[config.mk]
export PLATFORM = sky130hd
export DESIGN_NAME = extent_cluster_fragment_finder_top_flat
export DESIGN_NICKNAME = d
export VERILOG_FILES = /design/src/hdl/ecff_pkg.sv /design/src/hdl/ecff_in_if.sv /design/src/hdl/ecff_out_if.sv /design/src/hdl/extent_cluster_fragment_finder_top.sv /design/src/flat_wrapper.sv
export SDC_FILE = /design/constraint.sdc
export NUM_CORES = 2
export LEC_CHECK = 0
export BUFFER_PORTS_ARGS = -buffer_cell sky130_fd_sc_hd__buf_4
export CORE_MARGIN = 2
export CORE_UTILIZATION = 55
export DETAILED_ROUTE_END_ITERATION = 10
export PLACE_DENSITY = 0.85
export SLEW_MARGIN = 20
export SYNTH_ARGS = -nofsm -noshare
export SYNTH_HDL_FRONTEND = slang
export SYNTH_SLANG_ARGS = --single-unit
[constraint.sdc]
create_clock -name clk_i -period 16.4 [get_ports clk_i]
set_input_delay 0.82 -clock clk_i [delete_from_list [all_inputs] [get_ports clk_i]]
set_output_delay 0.82 -clock clk_i [all_outputs]
set_load 0.1 [all_outputs]
[src/hdl/ecff_pkg.sv]
// Package of the extent cluster fragment finder.
// Holds the block width constants and the beat types of both channels.
// No dependencies; every other file of the block imports it.
`default_nettype none

package ecff_pkg;

  localparam int unsigned BlockBits = 48;
  localparam int unsigned LenBits   = 32;
  localparam int unsigned ShiftBits = 5;

  localparam logic [ShiftBits-1:0] ShiftReset = ShiftBits'(8);

  typedef struct packed {
    logic [BlockBits-1:0] extent_logical;
    logic [BlockBits-1:0] extent_physical;
    logic [LenBits-1:0]   extent_length;
    logic                 delalloc;
    logic                 last_extent;
  } ext_item_t;

  typedef struct packed {
    logic [BlockBits-1:0] fragmented_cluster;
  } res_item_t;

endpackage

`default_nettype wire

[src/hdl/ecff_in_if.sv]
// Valid/ready channel that carries one extent beat.
// Depends on ecff_pkg for the payload type.
`default_nettype none

interface ecff_in_if;
  import ecff_pkg::*;

  logic      valid;
  logic      ready;
  ext_item_t payload;

  modport source (output valid, output payload, input ready);
  modport sink   (input valid, input payload, output ready);
endinterface

`default_nettype wire

[src/hdl/ecff_out_if.sv]
// Valid/ready channel that carries one fragmented cluster beat.
// Depends on ecff_pkg for the payload type.
`default_nettype none

interface ecff_out_if;
  import ecff_pkg::*;

  logic      valid;
  logic      ready;
  res_item_t payload;

  modport source (output valid, output payload, input ready);
  modport sink   (input valid, input payload, output ready);
endinterface

`default_nettype wire

[src/hdl/extent_cluster_fragment_finder_top.sv]
// Extent cluster fragment finder, top level.
// The result beat of a cluster is registered in the output register after stage one.
// Throughput: one extent beat per cycle unless the input stalls; tracking updates per beat.
// Back pressure reaches the input only when both registers are full and output is blocked.
// Reset (asynchronous, active low) clears the cluster tracking and sets cluster_shift to 8.
// Depends on ecff_pkg, ecff_in_if and ecff_out_if.
`default_nettype none

module extent_cluster_fragment_finder_top (
  input  wire logic                          clk_i,
  input  wire logic                          rst_ni,
  input  wire logic                          cluster_shift_we_i,
  input  wire logic [ecff_pkg::ShiftBits-1:0] cluster_shift_i,
  ecff_in_if.sink                            extent_i,
  ecff_out_if.source                         result_o
);
  import ecff_pkg::*;

  // Stage one holds everything about the extent that does not depend on the
  // tracking state: the clipped last block, the values the extent would leave
  // as next expected blocks, and the cluster it starts and ends in.
  typedef struct packed {
    logic [BlockBits-1:0] lg;
    logic [BlockBits-1:0] ph;
    logic [BlockBits-1:0] last;
    logic [BlockBits-1:0] nlog;
    logic [BlockBits-1:0] nphys;
    logic [BlockBits-1:0] clu;
    logic [BlockBits-1:0] cstart;
    logic [BlockBits-1:0] clast;
    logic [BlockBits-1:0] clu_end;
    logic                 reopen_nz;
    logic                 usable;
    logic                 len_nz;
    logic                 last_extent;
  } s1_t;

  logic [ShiftBits-1:0] shift_q;

  logic s1_valid_q, s1_valid_d;
  s1_t  s1_q, s1_d;

  logic      out_valid_q, out_valid_d;
  res_item_t out_q;

  logic [BlockBits-1:0] oc_q, oc_d;
  logic [BlockBits-1:0] nl_q, nl_d;
  logic [BlockBits-1:0] np_q, np_d;
  logic                 sc_q, sc_d;
  logic                 sg_q, sg_d;
  logic                 open_q, open_d;

  logic out_free, s1_fire, in_fire, res_load;

  // Stage-one arithmetic.
  logic [LenBits-1:0]   lenm1;
  logic [BlockBits:0]   sum_last;
  logic                 clipped;
  logic [BlockBits-1:0] last_blk;
  logic [BlockBits-1:0] nlog;
  logic [BlockBits-1:0] mask_s;

  // Stage-two tracking update.
  logic                 new_clu;
  logic [BlockBits-1:0] oc_e, nl_e, np_e;
  logic                 sc_e, sg_e;
  logic                 brk, sc1, sg1, reach, emit;

  // Handshake: the output register frees itself when its beat is taken, and
  // stage one moves whenever the output slot is free.
  assign out_free       = !out_valid_q || result_o.ready;
  assign s1_fire        = s1_valid_q && out_free;
  assign extent_i.ready = !s1_valid_q || out_free;
  assign in_fire        = extent_i.valid && extent_i.ready;

  assign result_o.valid   = out_valid_q;
  assign result_o.payload = out_q;

  // An extent that runs past the last block of the address space is cut there.
  // Its end is then the top block and the next logical block wraps to zero;
  // the continuing physical block is the start plus the clipped length.
  always_comb begin
    lenm1    = extent_i.payload.extent_length - LenBits'(1);
    sum_last = {1'b0, extent_i.payload.extent_logical}
             + {{(BlockBits + 1 - LenBits){1'b0}}, lenm1};
    clipped  = sum_last[BlockBits];
    last_blk = clipped ? {BlockBits{1'b1}} : sum_last[BlockBits-1:0];
    nlog     = clipped ? '0
             : extent_i.payload.extent_logical
               + {{(BlockBits - LenBits){1'b0}}, extent_i.payload.extent_length};
    mask_s   = ~({BlockBits{1'b1}} << shift_q);

    s1_d.lg          = extent_i.payload.extent_logical;
    s1_d.ph          = extent_i.payload.extent_physical;
    s1_d.last        = last_blk;
    s1_d.nlog        = nlog;
    s1_d.nphys       = clipped
                     ? extent_i.payload.extent_physical - extent_i.payload.extent_logical
                     : extent_i.payload.extent_physical
                       + {{(BlockBits - LenBits){1'b0}}, extent_i.payload.extent_length};
    s1_d.clu         = extent_i.payload.extent_logical >> shift_q;
    s1_d.cstart      = extent_i.payload.extent_logical & ~mask_s;
    s1_d.clast       = extent_i.payload.extent_logical | mask_s;
    s1_d.clu_end     = last_blk >> shift_q;
    s1_d.reopen_nz   = |(nlog & mask_s);
    s1_d.usable      = (extent_i.payload.extent_physical != '0)
                     && !extent_i.payload.delalloc;
    s1_d.len_nz      = extent_i.payload.extent_length != '0;
    s1_d.last_extent = extent_i.payload.last_extent;
  end

  assign s1_valid_d = in_fire ? 1'b1 : (s1_fire ? 1'b0 : s1_valid_q);

  // Stage two: an extent in another cluster than the tracked one opens its
  // own cluster first. Then the extent is checked for continuity, and if it
  // reaches the end of the cluster the cluster is judged and closed; any
  // remainder that ends inside a later cluster opens that cluster.
  always_comb begin
    new_clu = !open_q || (s1_q.clu != oc_q);
    oc_e    = new_clu ? s1_q.clu    : oc_q;
    nl_e    = new_clu ? s1_q.cstart : nl_q;
    np_e    = new_clu ? '0          : np_q;
    sc_e    = new_clu ? 1'b1        : sc_q;
    sg_e    = new_clu ? 1'b0        : sg_q;

    brk   = (s1_q.lg != nl_e) || !s1_q.usable;
    sc1   = brk ? 1'b0 : sc_e;
    sg1   = (!brk && (s1_q.lg != s1_q.cstart) && (s1_q.ph != np_e)) ? 1'b1 : sg_e;
    reach = s1_q.last >= s1_q.clast;
    emit  = 1'b0;

    oc_d   = oc_q;
    nl_d   = nl_q;
    np_d   = np_q;
    sc_d   = sc_q;
    sg_d   = sg_q;
    open_d = open_q;

    if (s1_fire && s1_q.len_nz) begin
      if (reach) begin
        emit   = sc1 && sg1;
        oc_d   = oc_e;
        nl_d   = nl_e;
        np_d   = np_e;
        sc_d   = 1'b0;
        sg_d   = 1'b0;
        open_d = 1'b0;
        if ((s1_q.last != s1_q.clast) && s1_q.reopen_nz) begin
          oc_d   = s1_q.clu_end;
          nl_d   = s1_q.nlog;
          np_d   = s1_q.nphys;
          sc_d   = s1_q.usable;
          open_d = 1'b1;
        end
      end else begin
        oc_d   = oc_e;
        nl_d   = s1_q.nlog;
        np_d   = s1_q.nphys;
        sc_d   = sc1;
        sg_d   = sg1;
        open_d = 1'b1;
      end
    end

    // The final extent of a file drops whatever cluster is still tracked.
    if (s1_fire && s1_q.last_extent) begin
      oc_d   = '0;
      nl_d   = '0;
      np_d   = '0;
      sc_d   = 1'b0;
      sg_d   = 1'b0;
      open_d = 1'b0;
    end
  end

  assign res_load    = s1_fire && emit;
  assign out_valid_d = res_load ? 1'b1 : (result_o.ready ? 1'b0 : out_valid_q);

  always_ff @(posedge clk_i or negedge rst_ni) begin
    if (!rst_ni) begin
      shift_q     <= ShiftReset;
      s1_valid_q  <= 1'b0;
      out_valid_q <= 1'b0;
      oc_q        <= '0;
      nl_q        <= '0;
      np_q        <= '0;
      sc_q        <= 1'b0;
      sg_q        <= 1'b0;
      open_q      <= 1'b0;
    end else begin
      if (cluster_shift_we_i) begin
        shift_q <= cluster_shift_i;
      end
      s1_valid_q  <= s1_valid_d;
      out_valid_q <= out_valid_d;
      oc_q        <= oc_d;
      nl_q        <= nl_d;
      np_q        <= np_d;
      sc_q        <= sc_d;
      sg_q        <= sg_d;
      open_q      <= open_d;
    end
  end

  // Payload registers carry no reset.
  always_ff @(posedge clk_i) begin
    if (in_fire) begin
      s1_q <= s1_d;
    end
    if (res_load) begin
      out_q.fragmented_cluster <= oc_e;
    end
  end

`ifndef SYNTH
  // The last extent of a file leaves no cluster tracked.
  a_last_clears: assert property (@(posedge clk_i) disable iff (!rst_ni)
    s1_fire && s1_q.last_extent |=> !open_q)
    else $error("tracking not cleared after last extent");

  // A zero-length extent never produces a result.
  a_no_result_empty: assert property (@(posedge clk_i) disable iff (!rst_ni)
    res_load |-> s1_q.len_nz)
    else $error("result from zero-length extent");

  // The input stalls only when both registers hold beats and the output is blocked.
  a_stall_cause: assert property (@(posedge clk_i) disable iff (!rst_ni)
    !extent_i.ready |-> s1_valid_q && out_valid_q && !result_o.ready)
    else $error("input stalled without cause");

  // With no cluster tracked the continuity and gap flags are clear.
  a_closed_flags: assert property (@(posedge clk_i) disable iff (!rst_ni)
    !open_q |-> !sc_q && !sg_q)
    else $error("flags set with no open cluster");
`endif

endmodule

`default_nettype wire
[src/flat_wrapper.sv]
// flat-port wrapper written by rule: the top's interface ports become plain ports
module extent_cluster_fragment_finder_top_flat import ecff_pkg::*;
  (clk_i, rst_ni, cluster_shift_we_i, cluster_shift_i, extent_i_valid, extent_i_payload, extent_i_ready, result_o_valid, result_o_payload, result_o_ready);
  ecff_in_if extent_i_i ();
  ecff_out_if result_o_i ();
  input  wire logic clk_i;
  input  wire logic rst_ni;
  input  wire logic cluster_shift_we_i;
  input  wire logic [ecff_pkg::ShiftBits-1:0] cluster_shift_i;
  input wire logic [$bits(extent_i_i.valid)-1:0] extent_i_valid;
  input wire logic [$bits(extent_i_i.payload)-1:0] extent_i_payload;
  output wire logic [$bits(extent_i_i.ready)-1:0] extent_i_ready;
  output wire logic [$bits(result_o_i.valid)-1:0] result_o_valid;
  output wire logic [$bits(result_o_i.payload)-1:0] result_o_payload;
  input wire logic [$bits(result_o_i.ready)-1:0] result_o_ready;
  assign extent_i_i.valid = extent_i_valid;
  assign extent_i_i.payload = extent_i_payload;
  assign extent_i_ready = extent_i_i.ready;
  assign result_o_valid = result_o_i.valid;
  assign result_o_payload = result_o_i.payload;
  assign result_o_i.ready = result_o_ready;
  extent_cluster_fragment_finder_top u_core (.clk_i(clk_i), .rst_ni(rst_ni), .cluster_shift_we_i(cluster_shift_we_i), .cluster_shift_i(cluster_shift_i), .extent_i(extent_i_i), .result_o(result_o_i));
endmodule
**Word-level counts from Yosys, hierarchy flattened**

Cells that the tools add are included.

- Shifts and indexed selects: 3
- Add/subtract/negate cells: 5
- Bitwise operators: 5
- Equal/unequal tests: 5
- Reduce and logical (&&, ||, !) cells: 26
- Muxes and demuxes: 39
- Order comparisons: 1

Operators by type and width:

| operator | number |
|---|---|
| 48-bit two-way mux | 18 |
| 48-bit != test | 5 |
| 48-bit by 32-bit adder with 48-bit output | 2 |
| 48-bit bitwise AND | 2 |
| 48-bit NOT | 2 |
| 48-bit by 5-bit >> shifter with 48-bit output | 2 |
| 48-bit by 32-bit adder with 49-bit output | 1 |
| 48-bit >= comparator | 1 |
| 48-bit bitwise OR | 1 |
| 48-bit nonzero test | 1 |
| 48-bit OR reduction | 1 |
| 48-bit by 5-bit << shifter with 48-bit output (first input constant) | 1 |
| 48-bit subtractor | 1 |
| 32-bit nonzero test | 1 |
| 32-bit by 1-bit subtractor with 32-bit output (second input constant) | 1 |
| 1-bit two-way mux | 21 |
| 1-bit logical AND | 10 |
| 1-bit logical NOT | 6 |
| 2-bit nonzero test | 3 |
| 1-bit logical OR | 4 |

- Register bits after elaboration: 638
- Output and inout port bits: 50
- Word-level logic and storage cells: 107
- Input port bits: 140

**Longest topological paths before layout**

- Depth after elaboration: 14
- Depth in mapped cells: 36
- Depth with buffers taken out: 32

**Worst setup path before layout**

OpenSTA, ideal clock, no wires.

- Kind: reg2reg
- Start point: reg u_core.out_valid_q (netlist: u_core.result_o.valid)
- End point: reg u_core.s1_q[0] (netlist name), enable pin
- Slack: 4.683 ns
- Path buffers: 0
- Data arrival time: 10.904 ns
- Cell stages (with the launch flop): 3
- Cells stage by stage: dfrtp_1 -> nand3b_1 -> and2_1

- Cells in the longest elaborated chain, start to end: 4

RTL lines:

| what | line | source |
|---|---|---|
| from (decl) | extent_cluster_fragment_finder_top.sv:43 | `logic out_valid_q, out_valid_d;` |
| from (signal assigned) | extent_cluster_fragment_finder_top.sv:195 | `out_valid_q <= out_valid_d;` |
| 1-bit logical NOT | extent_cluster_fragment_finder_top.sv:71 | `assign out_free = !out_valid_q \|\| result_o.ready;` |
| 1-bit logical OR | extent_cluster_fragment_finder_top.sv:71 |  |
| 1-bit logical OR | extent_cluster_fragment_finder_top.sv:73 | `assign extent_i.ready = !s1_valid_q \|\| out_free;` |
| net extent_i_ready | flat_wrapper.sv:12 | `output wire logic [$bits(extent_i_i.ready)-1:0] extent_i_ready;` |
| 1-bit logical AND | extent_cluster_fragment_finder_top.sv:74 | `assign in_fire = extent_i.valid && extent_i.ready;` |
| net u_core.in_fire | extent_cluster_fragment_finder_top.sv:53 | `logic out_free, s1_fire, in_fire, res_load;` |
| to (signal assigned) | extent_cluster_fragment_finder_top.sv:208 | `s1_q <= s1_d;` |
| to (decl) | extent_cluster_fragment_finder_top.sv:41 | `s1_t s1_q, s1_d;` |

The timed path passes the listed nets, and every way through them passes these cells.
A chain may end at the register's enable or synchronous reset.

==> flow_summary.toml <==
[timing]
max_clock_freq_mhz = 97.6
period_minus_slack_ns = 10.25
fin_tns_setup_ns = 0
rsz0062_at_grt = "no"
relSlewSlack_pct = 8.16
setup_violations = 0
worst_clock_skew_ns = 0.0457
timing.final.hold_violations = 0
drv_slew = 0
fin_crit_sh_pct = 62.5
worst_pin_slew_ns = 1.37

[yosys]
synth_top_cell_by_area = "edfxtp_1"
synth_nets = 4354
ys_seq_area_share_pct = 44.0
async_flop_share_pct = 25.5
yosysUniqueCellTypes = 109
dominantRegCellSynth = "edfxtp_1"
synth_area_leaders = "edfxtp_1 34%, dfrtp_1 9.7%, ha_1 5.1%, mux2i_1 4.7%, nand2_1 4.0%"
ys_warn_count = 0
synth_area_mm2 = 0.0395
synth_cells = 4050
yosysTopAreaCellShare_pct = 34.2
synth_edf_count = 450
ys_ff_latch = 604
avgSynthCellArea_um2 = 9.75

[power_and_ir_drop]
netSwitchingFraction_pct = 34.0
powerDensity_mw_per_mm2 = 110
pwr-share-clk_pct = 32.8
p_int_mw = 3.17
p_leak_nw = 17.7
power_frac_comb_pct = 26.1
p_seq_share_pct = 41.1
p_sw_mw = 1.63
max-vdd-ir-drop_v = 0.0000750

[setup_path]
arrival_ns = 10.61
end_kind = "register"
critPathRequiredTime_ns = 16.76
critPathKind = "input pin to register"
slowest_stage = "buf_4"
max_stage_delay_ns = 0.70
crit_top_cell = "buf_4"
cp-start-kind = "input pin"
path_max_fanout = 65

[detailed_routing]
routedWlPerCell_um = 30.1
drc = 0
first_pass_iters = 9
avgViaCountPerCell = 6.95
ant_nets = 0
wirelength_um = 154000
drt_iter0_drc = 6422
vias = 35500

[finish]
fillers = 5780
multi_input_area_mm2 = 0.0207
layout-drive-gt1-share_pct = 11.6
seq_area_mm2 = 0.0174
fin_area_mm2 = 0.0438
syn_to_final_growth_pct = 11.0
nets = 4402

[die]
dieArea_mm2 = 0.0740
coreArea_mm2 = 0.0712
start_util_pct = 55.4
rows = 98
fp.dieH_um = 272
dieWidth_um = 272
io_pins = 190

[clocking]
cts_tree = "built"
cts_resized = 0
root_buffer = "clkbuf_16"
numCtsBuffers = 68
clk_pin_slew_ns = 0.06
clk_latency_ns = 0.65
clockBufferDepth = 3
postCtsSetupRepairBufs = 0
htreeDepth = 3
clock_sinks = 604
cts_hold_buf = 0

[placed_design]
gp_routability_congestion = 1.07
hpwl_um = 114000
io_buffers = 189
placed_cell_area_mm2 = 0.0415

[grt]
grt_first_pass_wirelength_um = 221000
grt_pass1_vias = 33000
grtUsageTotal_pct = 40.8
grt-ovfl-total = 0
grt_max_degree = 82
antenna_found_initial = 11

[run_status]
outcome = "finished clean"

[flow_run]
maxCapViolCount = 0

[min_path]
hold_class = "input pin to asynchronous set/reset pin"
-- path summary, 6_finish.rpt --
check,startpoint,to,slack (ns),cells after the start
max,extent_i_payload[6],u_core.s1_q[243],6.15,30
min,rst_ni,u_core.np_q[0],0.17,1
max reg2reg,u_core.s1_q[153],u_core.result_o.payload[14],9.79,13
min reg2reg,u_core.s1_q[206],u_core.np_q[10],0.47,1
max in group asynchronous,rst_ni,u_core.oc_q[32],14.12,3
min in group clk_i,extent_i_payload[34],u_core.s1_q[340],0.39,1
-- power groups by stage --
stage / logic (mW) / registers, mW / clock network [mW]
3_5_place_dp: 1.18 / 2.00 / 0
5_1_grt: 1.31 / 1.99 / 1.63
4_1_cts: 1.19 / 1.97 / 1.57
6_report: 1.26 / 1.98 / 1.58
3_3_place_gp: 1.16 / 1.99 / 0
2_1_floorplan: 0.764 / 1.96 / 0
-- kinds of logic (layout without fill, tap and decap cells) --
| family | count (synthesis) | in the layout | synth area share (%) |
|---|---|---|---|
| other | 0 | 6 | 0 |
| DFF | 604 | 604 | 44.0 |
| AOI/OAI and AO/OA | 1096 | 1096 | 18.4 |
| muxes | 240 | 240 | 6.81 |
| xor gates and xnor gates | 253 | 253 | 5.61 |
| buffers and inverters | 396 | 498 | 3.91 |
| and+or+nand+nor | 1297 | 1297 | 16.0 |
| adders and majority gates | 164 | 164 | 5.25 |
-- placed cells by master, fill, tap and decap left out, types with 39 or more instances in the layout --
cell / instances
a21o_1: 76
a21oi_1: 227
a22o_1: 68
a31oi_1: 39
and2_1: 49
buf_4: 239
clkbuf_16: 69
dfrtp_1: 149
edfxtp_1: 450
ha_1: 161
inv_1: 131
mux2i_1: 184
nand2_1: 421
nand2b_1: 47
nand3_1: 60
nand4_1: 61
nor2_1: 328
nor3_1: 80
nor4_1: 41
o211ai_1: 44
o21ai_0: 267
o31ai_1: 46
xnor2_1: 154
xor2_1: 99
-- area by class of cell --
class                           instances  share of cell area [%]
Multi-Input combinational cell       3050                    47.1
Clock inverter                         40                    1.02
Inverter                              134                    1.15
Timing Repair Buffer                  240                    4.12
Tap cell                              950                    2.71
Sequential cell                       604                    39.7
Antenna cell                            6                  0.0343
Clock buffer                           84                    4.16
-- state kept, by name, indices dropped and copies added, names as in the netlist --
register,flops
u_core.shift_q,5
u_core.s1_q,402
u_core.result_o.valid,1
u_core.np_q,48
u_core.s1_valid_q,1
u_core.sg_q,1
u_core.sc_q,1
u_core.result_o.payload,48
u_core.nl_q,48
u_core.open_q,1
u_core.oc_q,48
-- metrics by stage --
stage	std cells	total power [mW]	hold slack [ns]	utilization, %	setup WS (ns)
after floorplan	4050	2.72	0.443	-	4.68
after global placement	4978	3.15	0.452	58.3	6.07
after detailed placement	4978	3.17	0.460	58.3	5.87
after CTS	5102	4.73	0.176	61.5	6.48
after global routing	5107	4.93	0.196	61.5	5.53
final	5108	4.81	0.165	61.5	6.15
-- cell usage after synthesis, types with 12 or more instances --
library cell  instances
edfxtp_1            450
nand2_1             421
nor2_1              331
o21ai_0             270
a21oi_1             229
clkbuf_1            192
mux2i_1             184
ha_1                161
xnor2_1             154
dfrtp_1             153
inv_1               133
xor2_1               99
nor3_1               81
a21o_1               77
a22o_1               68
nand4_1              61
nand3_1              60
and2_1               50
nand2b_1             47
o31ai_1              46
o211ai_1             44
nor4_1               43
a31oi_1              39
a211oi_1             37
and3_1               37
buf_1                37
o21a_1               37
mux2_2               36
o22ai_1              34
buf_2                28
nor2b_1              28
or3_1                27
a221oi_1             24
or2_2                22
mux4_2               19
nor4bb_1             17
a211o_1              16
o21bai_1             16
a311oi_1             14
a21boi_0             13
and4_1               13
o221ai_1             13
or4_1                13
a2111oi_0            12
-- critical path, delay by kind of cell --
family	cells	cell delay, ns
AOI/OAI and AO/OA	10	3.21
and+or+nand+nor	13	3.97
xor gates and xnor gates	2	0.19
adders and majority gates	2	0.84
buffers and inverters	3	1.50
-- routing by layer --
metal | GRT usage [%] | part of all wire, %
met5 | 0.963 | 0.10
met4 | 20.0 | 5.8
met3 | 16.5 | 16
met2 | 56.0 | 40
met1 | 55.5 | 38
Power figures use the tool's default switching activity.
